`src/rtl/core/rba_pkg.sv`:
```
// Shared types and constants for the bitmap run allocator.
// Used by rba_run_unit, rba_usage_mem and bitmap_run_allocator_core.
package rba_pkg;

    // Default number of map bytes held in storage
    localparam int unsigned MAP_BYTES_DEF = 512;

    // Fixed field widths
    localparam int unsigned IDX_W = 32;
    localparam int unsigned CNT_W = 13;
    localparam int unsigned MAPB_W = 10;
    localparam int unsigned CFG_IDX_W = 1;

    // Operation codes
    localparam logic [1:0] OP_TEST  = 2'd0;
    localparam logic [1:0] OP_WRITE = 2'd1;
    localparam logic [1:0] OP_SCAN  = 2'd2;

    // Configuration register indexes
    localparam logic [CFG_IDX_W-1:0] CFG_BASE_INDEX = 1'b0;
    localparam logic [CFG_IDX_W-1:0] CFG_MAP_BYTES  = 1'b1;

    // Request payload
    typedef struct packed {
        logic [1:0]       operation;
        logic [IDX_W-1:0] index;
        logic             value;
        logic [CNT_W-1:0] count;
    } req_t;

    // Response payload
    typedef struct packed {
        logic             bit_value;
        logic             found;
        logic [IDX_W-1:0] start_index;
        logic             error;
    } rsp_t;

    // Result of one byte pass through the run counter
    typedef struct packed {
        logic             hit;
        logic [2:0]       hit_bit;
        logic [CNT_W-1:0] run;
    } run_res_t;

    // Sequencer states
    typedef enum logic [2:0] {
        ST_CLEAR,
        ST_IDLE,
        ST_LOOKUP,
        ST_APPLY,
        ST_SCAN,
        ST_MARK_RD,
        ST_MARK_WR,
        ST_FINISH
    } state_t;

endpackage

```
`src/rtl/core/rba_run_unit.sv`:
```
// Free-run counter applied to one map byte, bit 0 first.
// Depends on rba_pkg for the count width and the result struct.
module rba_run_unit (
    input  logic [7:0]              flags,
    input  logic [rba_pkg::CNT_W-1:0] run_in,
    input  logic [rba_pkg::CNT_W-1:0] count,
    output rba_pkg::run_res_t       res
);
    import rba_pkg::*;

    logic [CNT_W-1:0] run;
    logic             hit;
    logic [2:0]       hit_bit;

    // Walk the eight flags; first position where the run reaches count wins
    always_comb
    begin
        run     = run_in;
        hit     = 1'b0;
        hit_bit = 3'd0;
        for (int b = 0; b < 8; b++)
        begin
            if (flags[b])
                run = '0;
            else
                run = run + CNT_W'(1);
            if (!hit && (run == count))
            begin
                hit     = 1'b1;
                hit_bit = 3'(b);
            end
        end
    end

    assign res.hit     = hit;
    assign res.hit_bit = hit_bit;
    assign res.run     = run;

endmodule

```
`config.mk`:
```
export PLATFORM = sky130hd
export DESIGN_NAME = rba_run_unit
export DESIGN_NICKNAME = d
export VERILOG_FILES = /design/src/rtl/core/rba_pkg.sv /design/src/rtl/core/rba_run_unit.sv
export SDC_FILE = /design/constraint.sdc
export NUM_CORES = 1
export LEC_CHECK = 0
export ABC_AREA = 1
export ABC_CLOCK_PERIOD_IN_PS = 7550
export BUFFER_PORTS_ARGS = -buffer_cell sky130_fd_sc_hd__buf_2
export CAP_MARGIN = 10
export CORE_AREA = 2 2 123 125
export DETAILED_ROUTE_END_ITERATION = 7
export DIE_AREA = 0 0 125 127
export PLACE_DENSITY = 0.49
export SYNTH_ARGS = -nofsm -noshare
export SYNTH_HDL_FRONTEND = slang
export SYNTH_SLANG_ARGS = --single-unit
```
`constraint.sdc`:
```
create_clock -name vclk -period 7.55
set_input_delay 1.1325 -clock vclk [all_inputs]
set_output_delay 1.1325 -clock vclk [all_outputs]
set_load 0.05 [all_outputs]
```
==> impl_results.md <==
- Die Ht: 127 um
- # Post-CTS Setup Buffers: 0
- Register area share after synthesis: 0
- Startpoint types: primary input
- WP data required: 6.42 ns
- Worst hold path type: primary input to primary output
- Post-synthesis compound-gate area fraction: 0.04738
- Num rows: 44
- Die width: 125 um
- Syn Inst Count: 838
- Vias per inst: 4.593
- Initial Util: 0.2966
- DR WL/cell: 11.17 um
- Worst Tran Pin Value: 0.7408 ns
- Clkbuf count: 0
- Yosys warnings: 0
- PortBufs: 51
- DPL Wire Length: 10,440 um
- Leakage Power: 2.386 nW
- WP data arrival: 5.73 ns
- Final nets: 907
- DRC Markers: 0
- Share of cells above drive strength 1: 0.2106
- Worst relative slew slack: 0.5056
- Peak supply drop: 0.01533 mV
- Die area: 15,880 um2
- First-pass GRT wire length: 20,760 um
- Final setup TNS: 0 ns
- CP endpoint: res[15]
- Fin crit share: 0.9093
- Slew Viols, Final: 0
- CP max stage delay: 0.33 ns
- Pwr Density: 30.81 nW/um2
- Crit path capture type: primary output
- Overall power: 0.1435 mW
- Vias: 4,836
- Tmin final: 6.865 ns
- Vias in the first global route: 4,506
- Adder-cell share of the synthesized area: 0.005850
- Flip-flop and latch count: 0
- Synth area leaders: nand2_1, xor2_1, nand3_1, nor2_1, inv_1
- Max_cap viols: 0
- FMAX: 0.1457 GHz
- Reg power frac: 0
- Cell Int Power: 0.04470 mW
- Number of diodes: 0
- Routability cong.: 0.7673
- Largest net degree at the start of global routing: 23
- Initial antenna violation count: 0
- IO Count: 51
- Yosys top cell by area: nand2_1
- Core ar.: 14,420 um2
- Final WL: 11,760 um
- Largest family of logic cells by synthesized area: simple AND/OR/NAND/NOR gates
- Post-synth top area share: 0.2097
- Endpoints failing hold: 0
- Clock power frac: 0
- Net Switching: 0.09878 mW
- Crit-path max FO: 6
- Syn_area_per_cell: 5.105 um2
- Crit Path Class: primary input to primary output
- Antenna viol nets, final: 0
- Xor/xnor share of the synthesized area: 0.1228
- Register area: 0 um2
- Status: finished, final reports clean
- Critical Path Slowest Stage Cell: ha_1
- Net Sw Frac: 0.6884
- Grt total ovfl: 0
- Synth Area in Simple Gates: 0.7046
- Area delta synth->final: 8.862%
- CP startpoint: run_in[0]
- RSZ-0062 raised after global routing: false
- Post-synth cell types: 40
- # setup viols final: 0
- Most frequent CP cell: nand2_1
- Mapped Area: 4278 um2
- Initial DRC count: 199
- DR pass1 iterations: 4
- Tot GR Track Use: 0.1480
- Post-synthesis mux area share: 0
- Logic pwr share: 1.000
- Syn nets: 874
cell usage in the layout (no fill, tap or decap), types with 3 or more instances in the layout:
cell / netlist / layout
nand2_1: 239 / 239
nor2_1: 120 / 119
nand3_1: 93 / 93
inv_1: 80 / 80
xor2_1: 58 / 58
buf_2: 9 / 51
nand2_2: 35 / 35
nor2_2: 30 / 31
nand4_1: 31 / 31
nand3_2: 30 / 30
inv_2: 17 / 17
nor3_1: 13 / 13
a21oi_1: 11 / 11
o21ai_0: 8 / 8
nor2_4: 7 / 7
nor4_1: 7 / 7
clkinv_1: 6 / 6
o21ai_1: 5 / 5
nand2_4: 3 / 3
how the worst min path moves through the flow:
stage	start	end	slack, ns	depth (start not counted)
6_report	flags[7]	res[11]	2.72	3
4_1_cts	flags[7]	res[11]	2.73	3
2_1_floorplan	flags[7]	res[4]	2.44	1
3_5_place_dp	flags[7]	res[4]	2.73	3
5_1_grt	flags[7]	res[6]	2.75	3
3_3_place_gp	flags[7]	res[11]	2.74	3
layout make-up:
type,instances,area (um2)
fill,1760,9767
tap,184,230.2
timing repair buffer,53,270.3
multi-input combinational,713,3770
inverter,103,386.6
critical path: cells and delay by family:
family                   cells  cell delay [ns]
adder cells (fa/ha/maj)      2             0.59
buffers and inverters        3             0.45
AND/OR/NAND/NOR             29             3.55
through the flow:
stage / std cells / hold slack, ns / instance area (um2) / utilization / setup slack [ns]
5_1_grt: 1053 / 2.748 / 4657 / 0.3229 / 0.01717
4_1_cts: 1053 / 2.731 / 4654 / 0.3227 / 0.6716
3_3_place_gp: 1053 / 2.736 / 4654 / 0.3227 / 0.7469
6_report: 1053 / 2.717 / 4657 / 0.3229 / 0.6846
2_1_floorplan: 838 / 2.443 / 4278 / - / 1.140
3_5_place_dp: 1053 / 2.729 / 4654 / 0.3227 / 0.6812
timing repair:
action / 4_1_cts / 5_1_grt
gates resized for setup: 0 / 1
hold buffers: 0 / 0
endpoints found under the setup margin: 0 / 3
power by group through the flow:
stage	registers (mW)	logic (mW)	clock network, mW
after floorplan	0	0.109	0
after global placement	0	0.144	0
after detailed placement	0	0.144	0
after CTS	0	0.144	0
after global routing	0	0.164	0
final	0	0.143	0
cell families after synthesis:
logic type / count (synthesis)
adder cells (fa/ha/maj): 2
AO/OA/AOI/OAI: 34
XOR/XNOR: 60
AND/OR/NAND/NOR: 617
buffers and inverters: 125
synth_stat cells (all sizes together):
cell type  number
a2111oi         2
a21oi          13
a221oi          1
a31o            1
and3            1
buf            17
clkbuf          5
clkinv          6
ha              2
inv            97
nand2         277
nand3         124
nand3b          1
nand4          31
nor2          157
nor3           15
nor3b           2
nor4            7
o2111ai         1
o211ai          1
o21ai          13
o21bai          1
o22ai           1
or2             1
or3             1
xnor2           2
xor2           58
layer usage:
layer | vias up | share of wire | GRT usage
li1 | 2745 | - | -
met1 | 2035 | 0.55 | 0.2231
met2 | 56 | 0.43 | 0.2516
met3 | 0 | 0.024 | 0.002931
met4 | 0 | 0 | 0
met5 | - | 0 | 0
Note: power is estimated with default switching activity, not from simulation.
