===== src/rtl/core/rba_pkg.sv =====
// Shared types and constants for the bitmap run allocator.
// Used by rba_run_unit, rba_usage_mem and bitmap_run_allocator_core.
package rba_pkg;

    // Default number of map bytes held in storage
    localparam int unsigned MAP_BYTES_DEF = 512;

    // Fixed field widths
    localparam int unsigned IDX_W = 32;
    localparam int unsigned CNT_W = 13;
    localparam int unsigned MAPB_W = 10;
    localparam int unsigned CFG_IDX_W = 1;

    // Operation codes
    localparam logic [1:0] OP_TEST  = 2'd0;
    localparam logic [1:0] OP_WRITE = 2'd1;
    localparam logic [1:0] OP_SCAN  = 2'd2;

    // Configuration register indexes
    localparam logic [CFG_IDX_W-1:0] CFG_BASE_INDEX = 1'b0;
    localparam logic [CFG_IDX_W-1:0] CFG_MAP_BYTES  = 1'b1;

    // Request payload
    typedef struct packed {
        logic [1:0]       operation;
        logic [IDX_W-1:0] index;
        logic             value;
        logic [CNT_W-1:0] count;
    } req_t;

    // Response payload
    typedef struct packed {
        logic             bit_value;
        logic             found;
        logic [IDX_W-1:0] start_index;
        logic             error;
    } rsp_t;

    // Result of one byte pass through the run counter
    typedef struct packed {
        logic             hit;
        logic [2:0]       hit_bit;
        logic [CNT_W-1:0] run;
    } run_res_t;

    // Sequencer states
    typedef enum logic [2:0] {
        ST_CLEAR,
        ST_IDLE,
        ST_LOOKUP,
        ST_APPLY,
        ST_SCAN,
        ST_MARK_RD,
        ST_MARK_WR,
        ST_FINISH
    } state_t;

endpackage


===== src/rtl/core/rba_usage_mem.sv =====
// Usage byte store: one write port, one read port with registered data.
// Depends on rba_pkg only for its default depth.
module rba_usage_mem #(
    parameter int unsigned DEPTH = rba_pkg::MAP_BYTES_DEF,
    parameter int unsigned AW    = (DEPTH > 1) ? $clog2(DEPTH) : 1
) (
    input  logic          clk,
    input  logic          wr_en,
    input  logic [AW-1:0] wr_addr,
    input  logic [7:0]    wr_data,
    input  logic          rd_en,
    input  logic [AW-1:0] rd_addr,
    output logic [7:0]    rd_data
);
    import rba_pkg::*;

    logic [7:0] mem [DEPTH];
    logic [7:0] rd_data_reg;

    // Write port
    always_ff @(posedge clk)
    begin
        if (wr_en)
            mem[wr_addr] <= wr_data;
    end

    // Registered read port
    always_ff @(posedge clk)
    begin
        if (rd_en)
            rd_data_reg <= mem[rd_addr];
    end

    assign rd_data = rd_data_reg;

endmodule


===== config.mk =====
export PLATFORM = sky130hd
export DESIGN_NAME = rba_usage_mem
export DESIGN_NICKNAME = d
export VERILOG_FILES = /design/src/rtl/core/rba_pkg.sv /design/src/rtl/core/rba_usage_mem.sv
export SDC_FILE = /design/constraint.sdc
export NUM_CORES = 2
export LEC_CHECK = 0
export ABC_AREA = 1
export BUFFER_PORTS_ARGS = -buffer_cell sky130_fd_sc_hd__buf_2
export CAP_MARGIN = 10
export CORE_MARGIN = 10
export CORE_UTILIZATION = 35
export DETAILED_ROUTE_END_ITERATION = 10
export HOLD_SLACK_MARGIN = 0.03
export PLACE_DENSITY = 0.58
export SKIP_CTS_REPAIR_TIMING = 1
export SLEW_MARGIN = 20
export SYNTH_ARGS = -nofsm -noshare
export SYNTH_HDL_FRONTEND = slang
export SYNTH_SLANG_ARGS = --single-unit

===== constraint.sdc =====
create_clock -name clk -period 2.3 [get_ports clk]
set_input_delay 0.23 -clock clk [delete_from_list [all_inputs] [get_ports clk]]
set_output_delay 0.23 -clock clk [all_outputs]
set_load 0.1 [all_outputs]

==> out/results.tsv <==
stage	metric	value	unit
outcome	status	complete, but fails checks	
outcome	failing checks	setup timing	
yosys	Syn Inst Count	13891	
worst_setup_path	Crit Path Category	reg -> reg	
worst_setup_path	worst r2r path cells	11	
routing	DR vias/cell	5.224	
global_route	largest net degree at the start of global routing	108	
global_route	overall global routing resource usage	18.91	%
yosys	Synth Flop Type	edfxtp_1	
placed_design	placed cell areas	183900	um2
timing	Final Critical Period	2301	ps
clock_tree	TritonCTS buffer count	425	
timing	fmax	434.6	MHz
layout	Filler cells	44028	
yosys	Synth Cell Area	166800	um2
routing	DR vias	111996	
clock_tree	clk sink count	4104	
global_route	GR Util met1	26.83	%
routing	WL/cell	23.01	um
clock_tree	Root Buffer	clkbuf_16	
global_route	vias in the first global route	107211	
timing	period utilisation layout	100.1	%
layout	Largest register FFs	4096	
timing	setup TNS	-1.208	ps
worst_setup_path	R2R Path Start	mem[207][6]	
yosys	Synth area leader	edfxtp_1	
hold_path	worst hold stages	6	
hold_path	hold_sp	wr_addr[8]	
placed_design	pre-CTS setup slack	-1063	ps
timing	slew margin rel.	43.77	%
yosys	synthesis warning total	0	
die	Core ar.	474800	um2
worst_setup_path	FF-to-FF End	rd_data[6]	
layout	Final #Nets	14854	
timing	setup violators final	1	
yosys	Yosys cell types	15	
yosys	number of synthesized flops with an enable pin	4104	
timing	Worst Slack Setup Final	-1.208	ps
pwr	pwr/cell area	813.8	nW/um2
routing	Total Wirelength	493300	um
die	Top-Level Pins	37	
routing	First DRT Iteration DRCs	13011	
worst_setup_path	startpoint types	register	
global_route	grt ovf	0	
placed_design	IO Port Bufs	36	
timing	max-slew violation count	0	
yosys	Yosys top cell area share	73.88	%
die	Initial Util	35.13	%
layout	Util after Layout	41.66	%
worst_setup_path	Worst EP required	3040	ps
worst_setup_path	crit path capture type	register	
yosys	register bit total from synthesis	4104	
yosys	Mapped Nets	13920	
routing	drt drc	0	
worst_setup_path	Worst Path Arrival	3040	ps
global_route	first-pass GRT wire length	723500	um
global_route	met2 Resource Use GR	29.83	%
pwr	Leak	70.41	nW
worst_setup_path	CP max FO	1	
worst_setup_path	R2R Setup Slk	-1	ps
clock_tree	clk buf depth	4	
die	chip width	710.4	um
timing	Final Skew	42.92	ps
hold_path	Hold Crit Class	in -> reg	
routing	DRT Pass-1 Iters	7	
placed_design	GPL Wtd Cong	0.8672	
global_route	GR peak layer	met2	
die	DIE HEIGHT	710.4	um
routing	Final ANT Viol Nets	0	
die	Die Footprint	504600	um2
yosys	count leader, synth	nand2_1	
timing	final hold viol count	0	
job	max cap viols	0	
timing	actual slew at the worst max-slew pin	842.5	ps
layout	Layout Cell Area excl Fill	197800	um2
yosys	ys async rst share	0	%
timing	RSZ-0062 raised after global routing	yes	
clock_tree	clk_lat worst skew	1000	ps
yosys	largest cells by area after synthesis	edfxtp_1, nand3_1, nand2_1	
layout	Layout Area Growth over Synthesis	18.58	%
pwr	Max rail drop VDD	0.6481	mV
layout	share of cells above drive strength 1	13.95	%
yosys	Seq/Total Area, Yosys	73.88	%
yosys	syn_area_per_cell	12.01	um2
global_route	initial antenna violation count	21	
global_route	GRT met3 Usage	3.055	%
die	standard-cell rows	253	
placed_design	Detailed Place HPWL	311100	um
yosys	most instantiated cells after synthesis	nand2_1, edfxtp_1, nand3_1	
clock_tree	CTS clock-pin slew for the worst setup and hold paths	70	ps
hold_path	worst hold endpoint	mem[230][2]	
clock_tree	CTS H-tree lvls	5	
clock_tree	CTS tree	done	
[final cells by class]
cell class                 count  area (um2)  area share (%)
antenna                       13       32.53         0.01645
clock buffer                 520       11160           5.643
clock inverter               262        2376           1.201
inverter                      39       202.7          0.1025
multi-input combinational   8765       38270           19.35
sequential                  4104      123200           62.30
tap                         6247        7816           3.951
timing repair buffer        1490       14710           7.439
[through the flow]
step	hold WS, ps	std cells	total power, W
after floorplan	328.9	13891	0.08920
after global placement	605.0	20633	0.09477
after detailed placement	605.9	20633	0.09482
after CTS	-460.8	21415	0.1618
after global routing	64.04	21429	0.1655
final	47.28	21440	0.1610
[how the worst max path moves through the flow]
| stage | slack [ps] | startpoint | to |
|---|---|---|---|
| global route | -50 | rd_data[5] | rd_data[5] |
| finish | -1 | mem[207][6] | rd_data[6] |
| global placement | -1080 | rd_addr[0] | rd_data[3] |
| floorplan | 480 | wr_addr[4] | mem[212][0] |
| CTS | -230 | rd_data[5] | rd_data[5] |
| detailed placement | -1060 | rd_addr[0] | rd_data[3] |
[critical path, cell delays in order, from the launching register on]
cell and delay, ps:
edfxtp_1 370, nand2_1 80, nand3_1 100, nand3_1 130, nand3_1 120, nand3_1 130, nand3_1 190, nand3_1 260
nand3_2 200, nand3_1 190, buf_4 200, nand2_1 80
[layer usage]
layer,part of all wire (%),vias up
met5,0.017,-
met4,3.2,12
met3,8.3,787
met2,46,4542
met1,43,55241
li1,-,51414
[cell families after synthesis]
group	Yosys count	share of synthesized area, %
and+or+nand+nor	8765	22.79
DFF	4104	73.88
buffers and inverters	1022	3.328
[placed cells by master, fill, tap and decap left out]
master         synthesis  layout
buf_12                 1     273
buf_16                 0       1
buf_2                517      14
buf_4                123    1174
buf_6                 72       4
buf_8                  4      11
bufinv_16              0      37
clkbuf_1             184      87
clkbuf_16              0     433
clkbuf_4               0       1
clkinv_1               0     103
clkinv_16              0       3
clkinv_2               0      86
clkinv_4               0       5
clkinv_8               0       6
clkinvlp_4             0      11
diode_2                0      13
dlygate4sd3_1          0      12
edfxtp_1            4104    4104
inv_1                 34      31
inv_16                 0       5
inv_2                  3       1
inv_4                  2       1
inv_6                  0      10
inv_8                  0       2
nand2_1             4160    4145
nand2_4                0      15
nand3_1             4080    4057
nand3_2                0      21
nand3_4                0       2
nor2_1               514     512
nor2_2                 0       2
nor3_1                11      11
[power by group]
| part | total, W | leakage [nW] | internal, W | switching (W) |
|---|---|---|---|---|
| Sequential | 0.0824 | 36.9 | 0.0824 | 0.0000794 |
| Combinational | 0.0110 | 26.9 | 0.00325 | 0.00770 |
| Clock | 0.0676 | 6.62 | 0.0386 | 0.0290 |
Power figures use the tool's default switching activity.
